`src/rtl/core/ttb_pkg.sv`:
```
// Shared constants and handshake status types for the tangent/bitangent block.
package ttb_pkg;

    localparam int COORD_WIDTH_DEF = 32;
    localparam int FRAC_BITS_DEF   = 16;
    localparam int OUT_WIDTH       = 32;

    // Job layout: JOB_FIELDS edge deltas, each COORD_WIDTH+1 bits, packed low field first.
    localparam int JOB_FIELDS = 10;
    localparam int J_DP1      = 0;
    localparam int J_DP2      = 3;
    localparam int J_DU1      = 6;
    localparam int J_DV1      = 7;
    localparam int J_DU2      = 8;
    localparam int J_DV2      = 9;

    typedef struct packed {
        logic full;
        logic empty;
    } ttb_q_status_t;

    typedef struct packed {
        logic busy;
        logic done;
    } ttb_div_status_t;

endpackage

```
`src/rtl/core/ttb_div.sv`:
```
// Bit-serial restoring divider for the scaled numerator, with overflow detect.
module ttb_div import ttb_pkg::*;
#(
    parameter int COORD_WIDTH = COORD_WIDTH_DEF,
    parameter int FRAC_BITS   = FRAC_BITS_DEF
)
(
    input  logic                           clk,
    input  logic                           rst_n,
    input  logic                           start,
    input  logic [2*(COORD_WIDTH+1)-1:0]   num,
    input  logic [2*(COORD_WIDTH+1)-1:0]   den,
    output ttb_div_status_t                stat,
    output logic [COORD_WIDTH-1:0]         q,
    output logic                           ovf
);

    localparam int MAGW = 2 * (COORD_WIDTH + 1);
    localparam int SW   = MAGW + FRAC_BITS;
    localparam int HW   = SW - COORD_WIDTH;
    localparam int CMPW = (HW > MAGW) ? HW : MAGW;
    localparam int CNTW = $clog2(COORD_WIDTH + 1);

    logic                   busy_reg;
    logic                   done_reg;
    logic [CNTW-1:0]        cnt_reg;
    logic [MAGW-1:0]        rem_reg;
    logic [MAGW-1:0]        den_reg;
    logic [COORD_WIDTH-1:0] lq_reg;
    logic                   ovf_reg;
    logic [SW-1:0]          scaled;
    logic [CMPW-1:0]        h_ext;
    logic [CMPW-1:0]        den_ext;
    logic [MAGW:0]          trial;
    logic [MAGW:0]          trial_sub;
    logic                   fits;

    assign scaled    = {num, {FRAC_BITS{1'b0}}};
    assign h_ext     = CMPW'(scaled[SW-1:COORD_WIDTH]);
    assign den_ext   = CMPW'(den);
    assign trial     = {rem_reg, lq_reg[COORD_WIDTH-1]};
    assign trial_sub = trial - {1'b0, den_reg};
    assign fits      = (trial >= {1'b0, den_reg});

    assign stat.busy = busy_reg;
    assign stat.done = done_reg;
    assign q         = lq_reg;
    assign ovf       = ovf_reg;

    always_ff @(posedge clk or negedge rst_n)
    begin
        if (!rst_n)
        begin
            busy_reg <= 1'b0;
            done_reg <= 1'b0;
            cnt_reg  <= '0;
        end
        else
        begin
            done_reg <= 1'b0;
            if (start)
            begin
                busy_reg <= 1'b1;
                cnt_reg  <= CNTW'(COORD_WIDTH);
            end
            else if (busy_reg)
            begin
                cnt_reg <= cnt_reg - CNTW'(1);
                if (cnt_reg == CNTW'(1))
                begin
                    busy_reg <= 1'b0;
                    done_reg <= 1'b1;
                end
            end
        end
    end

    // High part at or above the divisor means the quotient cannot fit.
    always_ff @(posedge clk)
    begin
        if (start)
        begin
            rem_reg <= h_ext[MAGW-1:0];
            lq_reg  <= scaled[COORD_WIDTH-1:0];
            den_reg <= den;
            ovf_reg <= (h_ext >= den_ext);
        end
        else if (busy_reg)
        begin
            rem_reg <= fits ? trial_sub[MAGW-1:0] : trial[MAGW-1:0];
            lq_reg  <= {lq_reg[COORD_WIDTH-2:0], fits};
        end
    end

endmodule

```
`config.mk`:
```
export PLATFORM = sky130hd
export DESIGN_NAME = ttb_div
export DESIGN_NICKNAME = d
export VERILOG_FILES = /design/src/rtl/core/ttb_pkg.sv /design/src/rtl/core/ttb_div.sv
export SDC_FILE = /design/constraint.sdc
export NUM_CORES = 1
export LEC_CHECK = 0
export CAP_MARGIN = 20
export CORE_AREA = 2 2 147 149
export CTS_BUF_LIST = sky130_fd_sc_hd__clkbuf_2
export DETAILED_ROUTE_END_ITERATION = 16
export DIE_AREA = 0 0 149 151
export DONT_BUFFER_PORTS = 1
export PLACE_DENSITY = 0.77
export SYNTH_ARGS = -nofsm -noshare
export SYNTH_HDL_FRONTEND = slang
export SYNTH_SLANG_ARGS = --single-unit
```
`constraint.sdc`:
```
create_clock -name clk -period 4.2 [get_ports clk]
set_clock_uncertainty 0.05 [all_clocks]
set_input_delay 0.84 -clock clk [delete_from_list [all_inputs] [get_ports clk]]
set_output_delay 0.84 -clock clk [all_outputs]
set_load 0.005 [all_outputs]
```
==> qor.yml, run 1 <==
critical_path:
  critical_path.top_delay_family: "simple AND/OR/NAND/NOR gates"
  crit_required_ns: 4.76
  worst_path_largest_cell_delay_ns: 0.48
  path_depth: 12
  crit_path_start_kind: "flip-flop"
  setup.worst_path.start: "rem_reg[22]$_DFFE_PP_"
  slowest_stage: "edfxtp_1"
  r2r_setup_slack_ns: 0.37
  r2r_start: "rem_reg[22]$_DFFE_PP_"
  path_class: "flip-flop to flip-flop"
  path_cells: "ha_1 -> nand4_1 -> or3_1 -> nor3_1 -> a221o_1 -> a41o_1 -> nand3_1 -> a311o_2 -> buf_12 -> nand2_1 -> o21ai_0 -> mux2_2"
  worstPathBufferInverterCount: 1
  rr_endpoint: "rem_reg[1]$_DFFE_PP_"
  worst_setup_path_end_kind: "flip-flop"
  critPathArrivalTime_ns: 4.40
  ff2ff_path_depth: 12
  cp-endpoint: "rem_reg[1]$_DFFE_PP_"
  cp_max_fo: 92
clocking:
  cts-root-buf: "clkbuf_2"
  post-cts-setup-buffers: 0
  cts_resized: 0
  numClockSinks: 173
  cts_tree: "yes"
  clock_latency_ns: 0.82
  h-tree-depth: 4
  clkSlewWorstSetupHoldPaths_ns: 0.28
  numCtsBuffers: 17
  clockBufferDepth: 2
  cts_hold_buf: 9
synth:
  synth_edf_count: 133
  synth-seq-cells: 173
  syn_nets: 1592
  synth-seq-area-share_pct: 39.1
  async_reset_ff_share_pct: 4.62
  yosysUniqueCellTypes: 75
  syn-mean-instance-area_um2: 9.24
  ys.flop_type: "edfxtp_1"
  yosys.area.top_type: "edfxtp_1"
  synthTopCellsByArea: "edfxtp_1 (32%), ha_1 (12%), dfxtp_1 (5.2%)"
  synth-warning-count: 0
  synth_area_um2: 12400
  yosys.area.top_type_share_pct: 32.3
  synthCells: 1338
grt:
  gr-usage-met1_pct: 36.6
  grt.busiest_layer: "met2"
  grt-ovfl-total: 0
  gr-usage-all-layers_pct: 26.9
  grt_pass1_wl_mm: 47.9
  use_met3_pct: 6.72
  grt_pass1_vias: 9640
  use_met2_pct: 42.3
  grt_max_degree: 163
  antenna_found_initial: 1
layout:
  instances_no_fill: 1665
  syn2layout_area_growth_pct: 8.88
  num-fill-cells: 1784
  nets: 1630
  layout-drive-gt1-share_pct: 5.26
routing:
  drtPass1Iterations: 5
  detail-route-antenna-nets: 0
  wire_per_inst_um: 18.4
  routed_wirelength_mm: 30.6
  avgViaCountPerCell: 6.06
  drt_iter0_drc: 881
  drc: 0
  vias: 10100
floorplanning:
  ios: 170
  die_w_um: 149
  rows: 53
  core-area_um2: 20800
  initial_core_util_pct: 59.3
  die_area_um2: 22500
  die_y_um: 151
flow_run:
  maxCapViolations: 0
sta:
  hold_violations: 0
  fin_ws_ns: 0.366
  period_minus_slack_ns: 3.83
  rsz0062_at_grt: "no"
  drv_slew: 0
  tightestPinTransition_ns: 0.689
  fin_crit_sh_pct: 91.3
  max_freq_mhz: 261
  max_slew_margin_pct: 53.5
  setup_viol: 0
  tns_ns: 0
placement:
  port_buffers: 0
  gp_routability_congestion: 0.908
  dp.cells: 1563
  dp_slack_ns: 0.436
  dp_hpwl_mm: 22.1
hold_path:
  hold_path.class: "input port to flip-flop"
  worstHoldPathCells: 0
power:
  leakage_nw: 6.06
  design_power_total_mw: 4.71
  p_per_area_nw_per_um2: 350
  ir_drop_v: 0.000240
run_status:
  outcome: "finished, final reports clean"
worst reg2reg max path, cell delays in order, from the launching register on:
cell and delay [ns]:
edfxtp_1 0.48, ha_1 0.45, nand4_1 0.22, or3_1 0.38, nor3_1 0.23, a221o_1 0.21, a41o_1 0.27, nand3_1 0.14
a311o_2 0.43, buf_12 0.23, nand2_1 0.14, o21ai_0 0.11, mux2_2 0.29
cell type report:
cell class	instances	area, um^2	share of cell area, %
Sequential cell	173	4840	35.9
Timing Repair Buffer	79	778	5.78
Tap cell	275	344	2.56
Multi-Input combinational cell	950	6680	49.6
Inverter	155	582	4.32
Clock buffer	17	85.1	0.632
Clock inverter	15	151	1.13
Antenna cell	1	2.50	0.0186
kinds of logic (layout without fill, tap and decap cells):
family | Yosys count | after routing | synth area share (%)
other | 0 | 1 | 0
flip-flops | 173 | 173 | 39.1
XOR/XNOR | 62 | 62 | 4.39
buffers and inverters | 215 | 266 | 6.85
AO/OA/AOI/OAI | 395 | 395 | 21.5
adder cells (fa/ha/maj) | 119 | 119 | 12.1
multiplexers | 34 | 34 | 2.85
AND/OR/NAND/NOR | 340 | 340 | 13.2
metal layers:
metal,vias to the layer above,share of wire [%]
met5,-,0
met4,0,2.5
met3,48,8.4
met2,399,45
met1,4748,45
li1,4892,-
synth_stat cells (all sizes together), types with 7 or more instances:
master and n:
dfrtp 8, nand2 79, o21a 14, nand4 32, o21ai 68, mux2i 25
xor2 33, nor2 116, xnor2 29, a22o 15, inv 154, nand2b 19
a21oi 120, a21o 50, o211ai 11, nor2b 21, a211oi 33, o21bai 17
and3 7, edfxtp 133, buf 27, clkbuf 33, nand3 15, ha 118
dfxtp 32, nor3 20, mux2 9, a31oi 9
report_power, final:
group          switching, mW  internal [mW]
sequential             0.106           2.04
combinational          0.956          0.715
clock                  0.696          0.192
cells in the final DEF, fill, tap and decap left out, types with 19 or more instances in the layout:
master / instances
inv_1: 153
edfxtp_1: 133
a21oi_1: 119
ha_1: 118
nor2_1: 116
nand2_1: 79
dlygate4sd3_1: 69
o21ai_0: 63
a21o_1: 50
a211oi_1: 33
xor2_1: 33
nand4_1: 32
dfxtp_1: 32
xnor2_1: 29
mux2i_1: 25
nor2b_1: 21
nor3_1: 20
nand2b_1: 19
stage by stage:
step | instance area, um^2 | hold WS (ns) | util, %
after floorplan | 12400 | 0.394 | -
after global placement | 12500 | 0.435 | 60.1
after detailed placement | 12500 | 0.433 | 60.2
after CTS | 12900 | 0.00382 | 61.7
after global routing | 13500 | 0.0113 | 64.6
final | 13500 | 0.0824 | 64.6
how the worst min path moves through the flow:
| stage | start | end | slack, ns |
|---|---|---|---|
| 4_1_cts | den[6] | den_reg[6]$_DFFE_PP_ | 0.004 |
| 5_1_grt | start | den_reg[13]$_DFFE_PP_ | 0.01 |
| 2_1_floorplan | rem_reg[63]$_SDFFE_PP0P_ | rem_reg[63]$_SDFFE_PP0P_ | 0.39 |
| 3_5_place_dp | rem_reg[63]$_SDFFE_PP0P_ | rem_reg[63]$_SDFFE_PP0P_ | 0.43 |
| 6_report | den[11] | den_reg[11]$_DFFE_PP_ | 0.08 |
| 3_3_place_gp | rem_reg[63]$_SDFFE_PP0P_ | rem_reg[63]$_SDFFE_PP0P_ | 0.44 |
(Power assumes the default switching activity.)
==> run 2, diff against run 1 <==
--- a/config.mk
+++ b/config.mk
@@ -6,12 +6,14 @@
 export NUM_CORES = 1
 export LEC_CHECK = 0
 export CAP_MARGIN = 20
-export CORE_AREA = 2 2 147 149
+export CELL_PAD_IN_SITES_DETAIL_PLACEMENT = 1
+export CELL_PAD_IN_SITES_GLOBAL_PLACEMENT = 1
+export CORE_AREA = 2 2 159 161
 export CTS_BUF_LIST = sky130_fd_sc_hd__clkbuf_2
 export DETAILED_ROUTE_END_ITERATION = 16
-export DIE_AREA = 0 0 149 151
+export DIE_AREA = 0 0 161 163
 export DONT_BUFFER_PORTS = 1
-export PLACE_DENSITY = 0.77
+export PLACE_DENSITY = 0.84
 export SYNTH_ARGS = -nofsm -noshare
 export SYNTH_HDL_FRONTEND = slang
 export SYNTH_SLANG_ARGS = --single-unit
==> run 2 against run 1 <==
Net effect:
- sequential power is essentially flat
- hold slack lost 0.0077 ns
- clock power grew 14%
- flip-flop and latch count is the same
- clock-buffer cell count is the same
- register-to-register slack lost 0.10 ns
- largest power group unchanged
- design area grew 0.91%
- sequential share of layout area shrank 0.32 points
- power grew 3.9%
- via count grew 1.5%
==> qor.yml, run 2 (synthesis gave the netlist of run 1 again) <==
run_status:
  outcome: "finished, final reports clean"
power:
  p_per_area_nw_per_um2: 360  # +3.0%
  leakage_nw: 6.09  # +0.44%
  ir_drop_v: 0.000208  # -13%
sta:
  max_freq_mhz: 254  # -2.6%
  tightestPinTransition_ns: 0.852  # +0.164 ns
  rsz0062_at_grt: "no"
  fin_crit_sh_pct: 93.7  # +2.4 points
  max_slew_margin_pct: 43.0  # -10 points
  setup_viol: 0  # unchanged
  tns_ns: 0  # unchanged
  drv_slew: 0  # unchanged
  period_minus_slack_ns: 3.93  # +0.101 ns
  fin_ws_ns: 0.265  # -0.101 ns
  hold_violations: 0  # unchanged
critical_path:
  worst_path_most_repeated_cell: "o21ai_2"
  worst_setup_path_end_kind: "flip-flop"
  crit_required_ns: 4.91  # +0.15 ns
  critical_path.top_delay_family: "compound AO/OA/AOI/OAI gates"
  path_cells: "inv_1 -> ha_1 -> fa_1 -> nand2b_1 -> a211oi_2 -> o41ai_4 -> o21ai_2 -> o21ba_4 -> a21oi_4 -> o21ai_2 -> a311oi_2 -> nor3b_1 -> or4b_1 -> a41oi_2"
  crit_path_start_kind: "flip-flop"
  worst_path_largest_cell_delay_ns: 0.57  # +0.09 ns
  path_class: "flip-flop to flip-flop"
  cp_max_fo: 4  # -96%
  slowest_stage: "edfxtp_1"
  critPathArrivalTime_ns: 4.65  # +0.25 ns
  worstPathBufferInverterCount: 1  # unchanged
layout:
  layout-drive-gt1-share_pct: 5.90  # +0.64 points
  syn2layout_area_growth_pct: 9.87
  mostFrequentLayoutCells: "inv_1 (153), edfxtp_1 (133), a21oi_1 (119), ha_1 (118), nor2_1 (116)"
  fin_area_um2: 13600  # +0.91%
  seqCellArea_um2: 4840  # unchanged
  multiInputGateArea_um2: 6690  # +0.13%
  final_util_pct: 55.0  # -9.6 points
  final_common_cell: "inv_1"
  num-fill-cells: 2844  # +59%
  nets: 1632  # +0.12%
placement:
  dp_hpwl_mm: 26.0  # +18%
  port_buffers: 0  # unchanged
  dp_slack_ns: 0.125  # -0.311 ns
  post_dp_cell_area_um2: 12600  # +0.91%
  gp_routability_congestion: 0.896  # -1.3%
routing:
  drtPass1Iterations: 5  # unchanged
  drt_iter0_drc: 532  # -40%
  detail-route-antenna-nets: 0  # unchanged
  routed_wirelength_mm: 36.0  # +18%
  vias: 10200  # +1.5%
  wire_per_inst_um: 20.9  # +14%
  avgViaCountPerCell: 5.94  # -1.9%
  drc: 0  # unchanged
floorplanning:
  core-area_um2: 24700  # +18%
  die_area_um2: 26200  # +17%
  ios: 170  # unchanged
  die_y_um: 163  # +7.9%
  rows: 58  # +9.4%
  die_w_um: 161  # +8.1%
  initial_core_util_pct: 50.1  # -9.3 points
clocking:
  cts_tree: "yes"
  clockBufferDepth: 2  # unchanged
  cts-root-buf: "clkbuf_2"
  clock_latency_ns: 0.81  # about the same
  post-cts-setup-buffers: 0  # unchanged
  clkSlewWorstSetupHoldPaths_ns: 0.33  # +0.05 ns
  numClockSinks: 173  # unchanged
  h-tree-depth: 4  # unchanged
  numCtsBuffers: 17  # unchanged
grt:
  grt_pass1_wl_mm: 55.3  # +15%
  use_met3_pct: 6.01  # -0.71 points
  gr-usage-met1_pct: 32.4  # -4.2 points
  grt_pass1_vias: 10500  # +9.1%
  grt_max_degree: 158  # -3.1%
  antenna_found_initial: 2  # +1
  gr-usage-all-layers_pct: 26.5  # -0.45 points
  use_met2_pct: 47.9  # +5.6 points
  grt.busiest_layer: "met2"
  grt-ovfl-total: 0  # unchanged
flow_run:
  maxCapViolations: 0  # unchanged
hold_path:
  hold_path.class: "input port to flip-flop"
==> run 2: cell type report <==
cell class | count | area share, %
Multi-Input combinational cell | 950 | 49.2
Sequential cell | 173 | 35.6
Timing Repair Buffer | 81 | 5.77
Inverter | 155 | 4.28
Tap cell | 330 | 3.04
Clock inverter | 15 | 1.41
Clock buffer | 17 | 0.627
Antenna cell | 1 | 0.0184
==> run 2: per-layer routing <==
layer | share of wire [%] | wire (um) | vias up
met3 | 5.1 | 1840 | 42
met2 | 52 | 18600 | 238
met4 | 1.5 | 545 | 2
met1 | 42 | 15100 | 5046
met5 | 0.031 | 11 | -
li1 | - | - | 4906
==> run 2: per-stage QoR <==
step / power [mW] / instances / hold WS [ns]
after detailed placement: 3.83 / 1624 / 0.446
final: 4.89 / 1722 / 0.0747
after CTS: 4.86 / 1686 / 0.00227
after global placement: 3.76 / 1624 / 0.434
after floorplan: 3.43 / 1338 / 0.394
after global routing: 5.17 / 1722 / 0.0104
==> run 2: what timing repair did <==
item | CTS | global route
gates resized for setup | 0 | 2
endpoints found under the setup margin | 0 | 3
endpoints found under the hold margin | 56 | 41
hold buffers | 30 | 35
==> run 2: report_power, final <==
group          internal, mW  switching, mW
clock network         0.224          0.783
registers              2.05          0.125
logic                 0.719          0.996
total                  2.99           1.90
==> run 2: final timing paths <==
| kind | startpoint | to | slack (ns) | depth (start not counted) |
|---|---|---|---|---|
| max in group asynchronous | rst_n | busy_reg$_DFF_PN0_ | 3.51 | 1 |
| min in group asynchronous | rst_n | cnt_reg[1]$_DFFE_PN0P_ | 0.26 | 1 |
| max reg2reg | q[31]$_DFFE_PP_ | rem_reg[58]$_SDFFE_PP0P_ | 0.27 | 14 |
| max | q[31]$_DFFE_PP_ | rem_reg[58]$_SDFFE_PP0P_ | 0.27 | 14 |
| min | den[26] | den_reg[26]$_DFFE_PP_ | 0.07 | 0 |
| min reg2reg | rem_reg[63]$_SDFFE_PP0P_ | rem_reg[63]$_SDFFE_PP0P_ | 0.47 | 2 |
==> run 3, diff against run 2 <==
--- a/config.mk
+++ b/config.mk
@@ -10,6 +10,7 @@
 export CELL_PAD_IN_SITES_GLOBAL_PLACEMENT = 1
 export CORE_AREA = 2 2 159 161
 export CTS_BUF_LIST = sky130_fd_sc_hd__clkbuf_2
+export CTS_CLUSTER_SIZE = 14
 export DETAILED_ROUTE_END_ITERATION = 16
 export DIE_AREA = 0 0 161 163
 export DONT_BUFFER_PORTS = 1
@@ -17,3 +18,4 @@
 export SYNTH_ARGS = -nofsm -noshare
 export SYNTH_HDL_FRONTEND = slang
 export SYNTH_SLANG_ARGS = --single-unit
+export TNS_END_PERCENT = 50
==> constraint.sdc (replaced) <==
create_clock -name clk -period 4.35 [get_ports clk]
set_clock_uncertainty 0.05 [all_clocks]
set_input_delay 0.87 -clock clk [delete_from_list [all_inputs] [get_ports clk]]
set_output_delay 0.87 -clock clk [all_outputs]
set_load 0.005 [all_outputs]
==> run 3 against run 2 <==
Net effect:
- combinational power down 7%
- flip-flop and latch count is the same
- power decreased by 6.1%
- sequential power down 4%
- utilization decreased by 2.5 points
- worst setup slack worse by 0.050 ns
- via count decreased by 2.6%
- cell count shrank 3.6%
- clock power is 9.8% lower
- hold slack got worse by 0.0034 ns
==> qor.yml, run 3 (synthesis gave the netlist of run 1 again) <==
layout:
  syn2layout_area_growth_pct: 4.80
  nets: 1569  # -3.9%
  layout-drive-gt1-share_pct: 5.80  # -0.097 points
  final_common_cell: "inv_1"
  mostFrequentLayoutCells: "inv_1 (153), edfxtp_1 (133), a21oi_1 (119), ha_1 (118), nor2_1 (116)"
  fin_area_um2: 13000  # -4.6%
critical_path:
  crit_path_start_kind: "flip-flop"
  rr_endpoint: "rem_reg[60]$_SDFFE_PP0P_"
  r2r_setup_slack_ns: 0.22  # -0.05 ns
  critPathArrivalTime_ns: 4.84  # +0.19 ns
  path_class: "flip-flop to flip-flop"
  crit_required_ns: 5.05  # +0.14 ns
  cp_max_fo: 5  # +1
  worst_setup_path_end_kind: "flip-flop"
  ff2ff_path_depth: 13  # -1
  r2r_start: "q[31]$_DFFE_PP_"
routing:
  drc: 0  # unchanged
  avgViaCountPerCell: 6.00  # +1.0%
  vias: 9964  # -2.6%
  detail-route-antenna-nets: 0  # unchanged
  routed_wirelength_mm: 33.9  # -6.0%
  drtPass1Iterations: 7  # +2
  wire_per_inst_um: 20.4  # -2.4%
  drt_iter0_drc: 491  # -7.7%
sta:
  max_freq_mhz: 242  # -4.8%
  hold_violations: 0  # unchanged
  period_minus_slack_ns: 4.13  # +0.200 ns
  tns_ns: 0  # unchanged
  drv_slew: 0  # unchanged
  fin_crit_sh_pct: 95.1  # +1.4 points
  rsz0062_at_grt: "no"
  setup_viol: 0  # unchanged
  max_slew_margin_pct: 39.5  # -3.5 points
  tightestPinTransition_ns: 0.895  # +0.0430 ns
power:
  ir_drop_v: 0.000165  # -21%
  leakage_nw: 5.82  # -4.3%
  p_clk_share_pct: 19.8  # -0.8 points
  power.share.sequential_pct: 45.6  # +1.2 points
  power_frac_comb_pct: 34.6  # -0.4 points
  p_per_area_nw_per_um2: 355  # -1.5%
  switching_share_pct: 38.5  # -0.39 points
  p_int_mw: 2.82  # -5.5%
  p_sw_mw: 1.77  # -7.0%
clocking:
  clock_latency_ns: 0.81  # about the same
  numCtsBuffers: 17  # unchanged
  clockBufferDepth: 2  # unchanged
  cts-root-buf: "clkbuf_2"
  post-cts-setup-buffers: 0  # unchanged
  numClockSinks: 173  # unchanged
  cts_resized: 0  # unchanged
  h-tree-depth: 4  # unchanged
  cts_tree: "yes"
  clkSlewWorstSetupHoldPaths_ns: 0.32  # about the same
flow_run:
  maxCapViolations: 0  # unchanged
floorplanning:
  core-area_um2: 24700  # unchanged
  die_w_um: 161  # unchanged
  die_area_um2: 26200  # unchanged
  rows: 58  # unchanged
  initial_core_util_pct: 50.1  # unchanged
  ios: 170  # unchanged
  die_y_um: 163  # unchanged
grt:
  antenna_found_initial: 2  # unchanged
  gr-usage-all-layers_pct: 25.9  # -0.62 points
  grt-ovfl-total: 0  # unchanged
  grt_pass1_wl_mm: 54.4  # -1.6%
  grt_max_degree: 179  # +13%
  grt_pass1_vias: 10400  # -0.68%
placement:
  dp_hpwl_mm: 26.1  # +0.21%
  port_buffers: 0  # unchanged
  post_dp_cell_area_um2: 12600  # about the same
  gp_routability_congestion: 0.870  # -2.9%
hold_path:
  hold_path.class: "input port to flip-flop"
  worstHoldPathCells: 0  # unchanged
  holdPathEnd: "den_reg[10]$_DFFE_PP_"
  hold_path.startpoint: "den[10]"
run_status:
  outcome: "finished, final reports clean"
## run 3: cell count changes in the layout (fill, tap and decap cells not counted)
cell           delta
buf_12            +2
dlygate4sd3_1    -60
diode_2           +1
inv_8             +1
clkinv_4          +1
o21ai_2           -1
inv_4             +1
a211oi_2          -1
o21ai_1           +1
buf_4             -5
inv_12            -2
a211oi_1          +1
clkinv_8          -1
## run 3: layout make-up
cell class | instances | area (um^2)
fillers | 2896 | 11700
flip-flops and latches | 173 | 4840
inverters | 155 | 582
multi-input cells | 950 | 6680
repair buffers | 18 | 185
clock buffers | 17 | 85.1
clock inverters | 15 | 169
diodes | 2 | 5.00
well taps | 330 | 413
## run 3: repair_timing
action,4_1_cts,5_1_grt
hold endpoints to repair,8,2
setup endpoints to repair,0,0
hold buffers,1,4
## run 3: metal layers
metal | part of all wire [%] | vias to the layer above | track usage (%)
met1 | 42 | 4889 | 32.1
met4 | 2.2 | 2 | 7.26
met2 | 50 | 245 | 45.3
li1 | - | 4776 | -
met3 | 5.8 | 52 | 5.81
met5 | 0.038 | - | 0
## run 3: through the flow
| step | setup slack (ns) | utilization [%] | hold slack, ns | instances | power (mW) |
|---|---|---|---|---|---|
| after floorplan | 1.06 | - | 0.394 | 1338 | 3.31 |
| after CTS | 0.251 | 52.3 | 0.00144 | 1654 | 4.60 |
| final | 0.215 | 52.5 | 0.0713 | 1660 | 4.59 |
| after global routing | 0.0312 | 52.5 | 0.00159 | 1660 | 4.87 |
| after global placement | 0.389 | 51.2 | 0.438 | 1621 | 3.62 |
| after detailed placement | 0.287 | 51.2 | 0.459 | 1621 | 3.69 |
## run 3: power groups by stage
| stage | clock, mW | combinational [mW] | sequential, mW |
|---|---|---|---|
| finish | 0.911 | 1.59 | 2.09 |
| global route | 0.988 | 1.76 | 2.12 |
| CTS | 0.930 | 1.57 | 2.09 |
| detailed placement | 0 | 1.56 | 2.13 |
| global placement | 0 | 1.50 | 2.12 |
| floorplan | 0 | 1.23 | 2.08 |
## run 3: how the worst max path moves through the flow
stage / start / end / slack, ns / cells past startpoint
floorplan: start / q[16]$_DFFE_PP_ / 1.06 / 4
global placement: q[31]$_DFFE_PP_ / rem_reg[60]$_SDFFE_PP0P_ / 0.39 / 13
detailed placement: q[31]$_DFFE_PP_ / rem_reg[60]$_SDFFE_PP0P_ / 0.29 / 13
CTS: q[31]$_DFFE_PP_ / rem_reg[60]$_SDFFE_PP0P_ / 0.25 / 13
global route: q[31]$_DFFE_PP_ / rem_reg[60]$_SDFFE_PP0P_ / 0.03 / 13
finish: q[31]$_DFFE_PP_ / rem_reg[60]$_SDFFE_PP0P_ / 0.22 / 13
## run 3: worst max-delay path, cell delays in order (launching register included)
cell and delay, ns:
edfxtp_1 0.55, inv_1 0.07, ha_1 0.23, fa_1 0.42
nand2b_1 0.19, a211oi_1 0.45, o41ai_4 0.18, o211a_1 0.31
o21ai_1 0.38, a221oi_1 0.26, o21ai_1 0.43, a211oi_1 0.15
a31o_2 0.24, a211oi_1 0.20
